$ cat src/mhpq_ram.sv
// Generic RAM: one write port, two read ports with registered read data.
module mhpq_ram #(
  parameter int WIDTH = 32,
  parameter int DEPTH = 128,
  localparam int AW   = (DEPTH > 1) ? $clog2(DEPTH) : 1
) (
  input  logic             clk,
  input  logic             we,
  input  logic [AW-1:0]    waddr,
  input  logic [WIDTH-1:0] wdata,
  input  logic [AW-1:0]    raddr_a,
  output logic [WIDTH-1:0] rdata_a,
  input  logic [AW-1:0]    raddr_b,
  output logic [WIDTH-1:0] rdata_b
);

  logic [WIDTH-1:0] mem [DEPTH];
  logic [WIDTH-1:0] rdata_a_r;
  logic [WIDTH-1:0] rdata_b_r;

  // Write one word, read two words a cycle
  always_ff @(posedge clk) begin
    if (we) begin
      mem[waddr] <= wdata;
    end
    rdata_a_r <= mem[raddr_a];
    rdata_b_r <= mem[raddr_b];
  end

  assign rdata_a = rdata_a_r;
  assign rdata_b = rdata_b_r;

endmodule

$ cat config.mk
export PLATFORM = sky130hd
export DESIGN_NAME = mhpq_ram
export DESIGN_NICKNAME = d
export VERILOG_FILES = /design/src/mhpq_ram.sv
export SDC_FILE = /design/constraint.sdc
export NUM_CORES = 2
export LEC_CHECK = 0
export BUFFER_PORTS_ARGS = -buffer_cell sky130_fd_sc_hd__buf_4
export CAP_MARGIN = 20
export CORE_MARGIN = 2
export CORE_UTILIZATION = 35
export CTS_BUF_LIST = sky130_fd_sc_hd__clkbuf_4
export DETAILED_ROUTE_END_ITERATION = 10
export PLACE_DENSITY = 0.55
export RECOVER_POWER = 25
export SLEW_MARGIN = 20
export SYNTH_ARGS = -nofsm -noshare
export SYNTH_HDL_FRONTEND = slang
export SYNTH_SLANG_ARGS = --single-unit
$ cat constraint.sdc
create_clock -name clk -period 4.7 [get_ports clk]
set_input_delay 0.94 -clock clk [delete_from_list [all_inputs] [get_ports clk]]
set_output_delay 0.94 -clock clk [all_outputs]
set_load 0.05 [all_outputs]
# Word-level counts from Yosys, hierarchy flattened
# Memories as Yosys holds them, arrays and structs flattened. A register that Yosys moved wholly into a read port is not among the register bits.
# Index checks and enable logic that the tools add are counted.
# Widths: inputs -> output; s select.
# op_classes
muxes	2
# op_table
operator	n
$mux 1	2
# totals
reg_bits	0
memories	1
elab_cells	3
ramBits	4096
output_inout_bits	64
# memory_table
name	words	word_bits	read_ports	rd_ports_with_merged_regs	write_ports	line_no	source
mem	128	32	2	2	1	17	logic [WIDTH-1:0] mem [DEPTH];

# Depth between registers and ports, before layout
# depth
ltp_word	2
depth_mapped	8

# Worst setup path after synthesis
# Ideal clock, no wire load.
# synth_path
path_type	in2reg
startpoint	input port we
endpoint	memory mem[98][0] (enable)
arrival_time_ns	3.718
stages	3
required_ns	4.239
path_slack_ns	0.521
setup_ns	0.461
cell_sequence	clkbuf_1 nand4_1 nor3_1
# synth_between
elab_chain_cells	2
# synth_rtl
element	line_no	source
start: declaration	8	input logic we,
$mux 1	23	if (we) begin
$mux 1 (not written as such)	24	mem[waddr] <= wdata;
end: declaration	17	
# No other way between the ends.

# Worst setup path after layout
# layout_path
startpoint	input port wdata[25]
endpoint	memory mem[51][25], data pin
# layout_rtl
element	line_no	source
start: declaration	10	input logic [WIDTH-1:0] wdata,
# No word-level cell before the write port.

==> results.json <==
{
  "cp_max_fo": 80,
  "pwr-share-seq_pct": 51.0,
  "worst-path-buf-inv": 3,
  "grt_remaining_overflow": 0,
  "synth_edf_count": 4096,
  "synth_cell_types": 17,
  "pin_count": 119,
  "cp-end-kind": "flop",
  "antenna_found_initial": 99,
  "cts-hold-fix-buffers": 52,
  "p_sw_mw": 19.7,
  "yosys_warnings": 0,
  "finalCriticalPeriod_ns": 4.14,
  "slew_headroom_pct": -200,
  "firstDrtPassIters": 5,
  "hold_viol": 0,
  "setup_viol": 0,
  "avgSynthCellArea_um2": 24.5,
  "syn_nets": 7756,
  "critical-path-max-stage-delay_ns": 2.86,
  "grt_use_total_pct": 24.1,
  "path_cells": "dlygate4sd3_1 -> clkbuf_1 -> buf_4",
  "cts_setup_buffers": 0,
  "synth_seq_cells": 4160,
  "port_buffers": 118,
  "cts_tree": "built",
  "clkSlewWorstSetupHoldPaths_ns": 0.06,
  "r2r-start": "mem[85][22]$_DFFE_PP_",
  "cts_root_buffer": "clkbuf_4",
  "leakagePower_nw": 68.1,
  "rows": 269,
  "syn_area_um2": 189000,
  "gp_congestion": 0.828,
  "power_frac_comb_pct": 8.9,
  "synth.mux.area_fraction_pct": 32.5,
  "synth_area_leader_cell": "edfxtp_1",
  "swShare_pct": 24.3,
  "synth_top_family_by_area": "multiplexers",
  "cts_resized": 0,
  "clk_path_buf_depth": 5,
  "min-delay-start": "raddr_b[1]",
  "finClkSkew_ns": 0.129,
  "critPathKind": "primary input to flop",
  "nNetsFinal": 9089,
  "htreeDepth": 7,
  "drc": 0,
  "path_delay_family": "buffers and inverters",
  "hpwl_mm": 384,
  "yosys.area_share.xor_xnor_pct": 0,
  "die_w_um": 738,
  "ant_nets": 0,
  "die_area_um2": 545000,
  "rsz0062_at_grt": "no",
  "p_int_mw": 61.4,
  "finalMaxSlewViolations": 2430,
  "start_util_pct": 35.2,
  "syn_to_final_growth_pct": 16.4,
  "yosysMostFrequentCell": "edfxtp_1",
  "fin_ws_ns": 0.564,
  "worst_ep_arrival_time_ns": 5.52,
  "synthCells": 7701,
  "grt_pass1_wl_mm": 897,
  "failed_checks": "max-capacitance violations, max-slew violations",
  "synth_flop_cell": "edfxtp_1",
  "synth-simple-area-share_pct": 0.369,
  "ys_async_sr_fraction_pct": 0,
  "hold_class": "primary input to flop",
  "synth-compound-area-share_pct": 0,
  "irDropWorstVdd_uv": 271,
  "worstPathRequired_ns": 6.08,
  "numClockSinks": 4160,
  "ys_top_cells_by_area": "edfxtp_1 65%, mux4_2 32%, clkbuf_1 0.73%",
  "routedWlPerCell_um": 38.7,
  "worst_pin_slew_ns": 4.50,
  "startpoint_type": "primary input",
  "wirelength_mm": 661,
  "run_status": "finished with violations",
  "grt_pass1_vias": 108052,
  "dp_slack_ns": 0.264,
  "via_per_inst": 6.13,
  "cp_slowest_cell": "clkbuf_1",
  "drt_iter0_markers": 14837,
  "fin_tns_setup_ns": 0,
  "fmax_mhz": 242,
  "finalCritPeriodShare_pct": 88.0,
  "grt_max_degree": 129,
  "vias": 104624,
  "clock_latency_ns": 1.82,
  "cts_made_buffers": 1195,
  "p_per_area_nw_per_um2": 369,
  "seq_area_frac_synth_pct": 65.8,
  "core_um2": 537000,
  "synth_top_area_share_pct": 65.2,
  "synth_adder_area_share_pct": 0,
  "netlist_top_cells_count": "4096 x edfxtp_1, 2688 x mux4_2, 365 x clkbuf_1, 132 x buf_1, 122 x nor2_1",
  "crit_path_start": "wdata[25]",
  "drive_above_1_share_pct": 54.5,
  "power.share.clock_pct": 40.1,
  "drv_cap": 30,
  "fp.dieH_um": 738
}
==> registers in the layout, summed over array words and instances (netlist names) <==
name     count
mem       4096
rdata_a     32
rdata_b     32
==> tightest hold or removal path: stages <==
cell    delay, ns
buf_8        0.23
mux4_2       0.47
mux4_2       0.23
mux2_2       0.14
==> cell families (layout without fill, tap and decap cells) <==
logic type | after synthesis | in the layout
mux | 2752 | 2752
simple gates | 170 | 170
buf+inv | 619 | 2718
other cells | 0 | 92
flops | 4160 | 4160
==> metal layers <==
metal  part of all wire, %  GRT usage [%]  routed length (µm)  vias to the layer above
met4                   4.3           10.5               28200                       16
li1                      -              -                   -                    38877
met2                    47           37.4              310000                     6823
met3                    11           7.38               75200                     1184
met1                    37           31.7              247000                    57724
met5                 0.016              0                 109                        -
==> power groups by stage <==
stage	clock network [mW]	logic, mW	registers (mW)
floorplan	0	3.86	42.2
global placement	0	7.18	42.1
detailed placement	0	7.24	42.1
CTS	33.3	7.32	41.3
global route	35.3	7.51	41.4
finish	32.5	7.24	41.4
==> layout make-up <==
class	instances	area, µm²
diodes	92	230
clock buffers	1716	12900
clock inverters	247	1270
fillers	46842	317000
multi-input cells	2922	62900
flip-flops and latches	4160	124000
well taps	7181	8980
repair buffers	755	9210
==> worst paths after layout <==
path,end,slack (ns),cells after the start
worst min register to register,rdata_b[2]$_DFF_P_,1.14,4
worst min-delay path,rdata_b[19]$_DFF_P_,0.30,4
worst max register to register,rdata_b[22]$_DFF_P_,1.63,5
worst max-delay path,mem[51][25]$_DFFE_PP_,0.56,3
==> per-stage QoR <==
step / utilization, % / instance area [µm²] / cells / power [mW] / hold slack (ns)
after CTS: 40.9 / 220000 / 16978 / 82.0 / 0.0747
after global routing: 40.9 / 220000 / 17038 / 84.2 / 0.160
after global placement: 38.2 / 205000 / 14962 / 49.3 / 1.14
after detailed placement: 38.2 / 205000 / 14963 / 49.4 / 1.14
after floorplan: - / 189000 / 7701 / 46.1 / 1.04
final: 40.9 / 220000 / 17073 / 81.1 / 0.296
==> cells in the final DEF, fill, tap and decap left out, drive strengths merged, types with 2 or more instances in the layout <==
master	instances
clkbuf	1749
nor2b	7
clkinv	213
inv	23
nand4	3
nand2	14
dlygate4sd3	52
edfxtp	4096
nand2b	2
nor3	9
buf	670
nor2	122
nand3	12
mux2	64
diode	92
bufinv	11
dfxtp	64
mux4	2688
No activity file was read; power rests on OpenSTA's default activity.
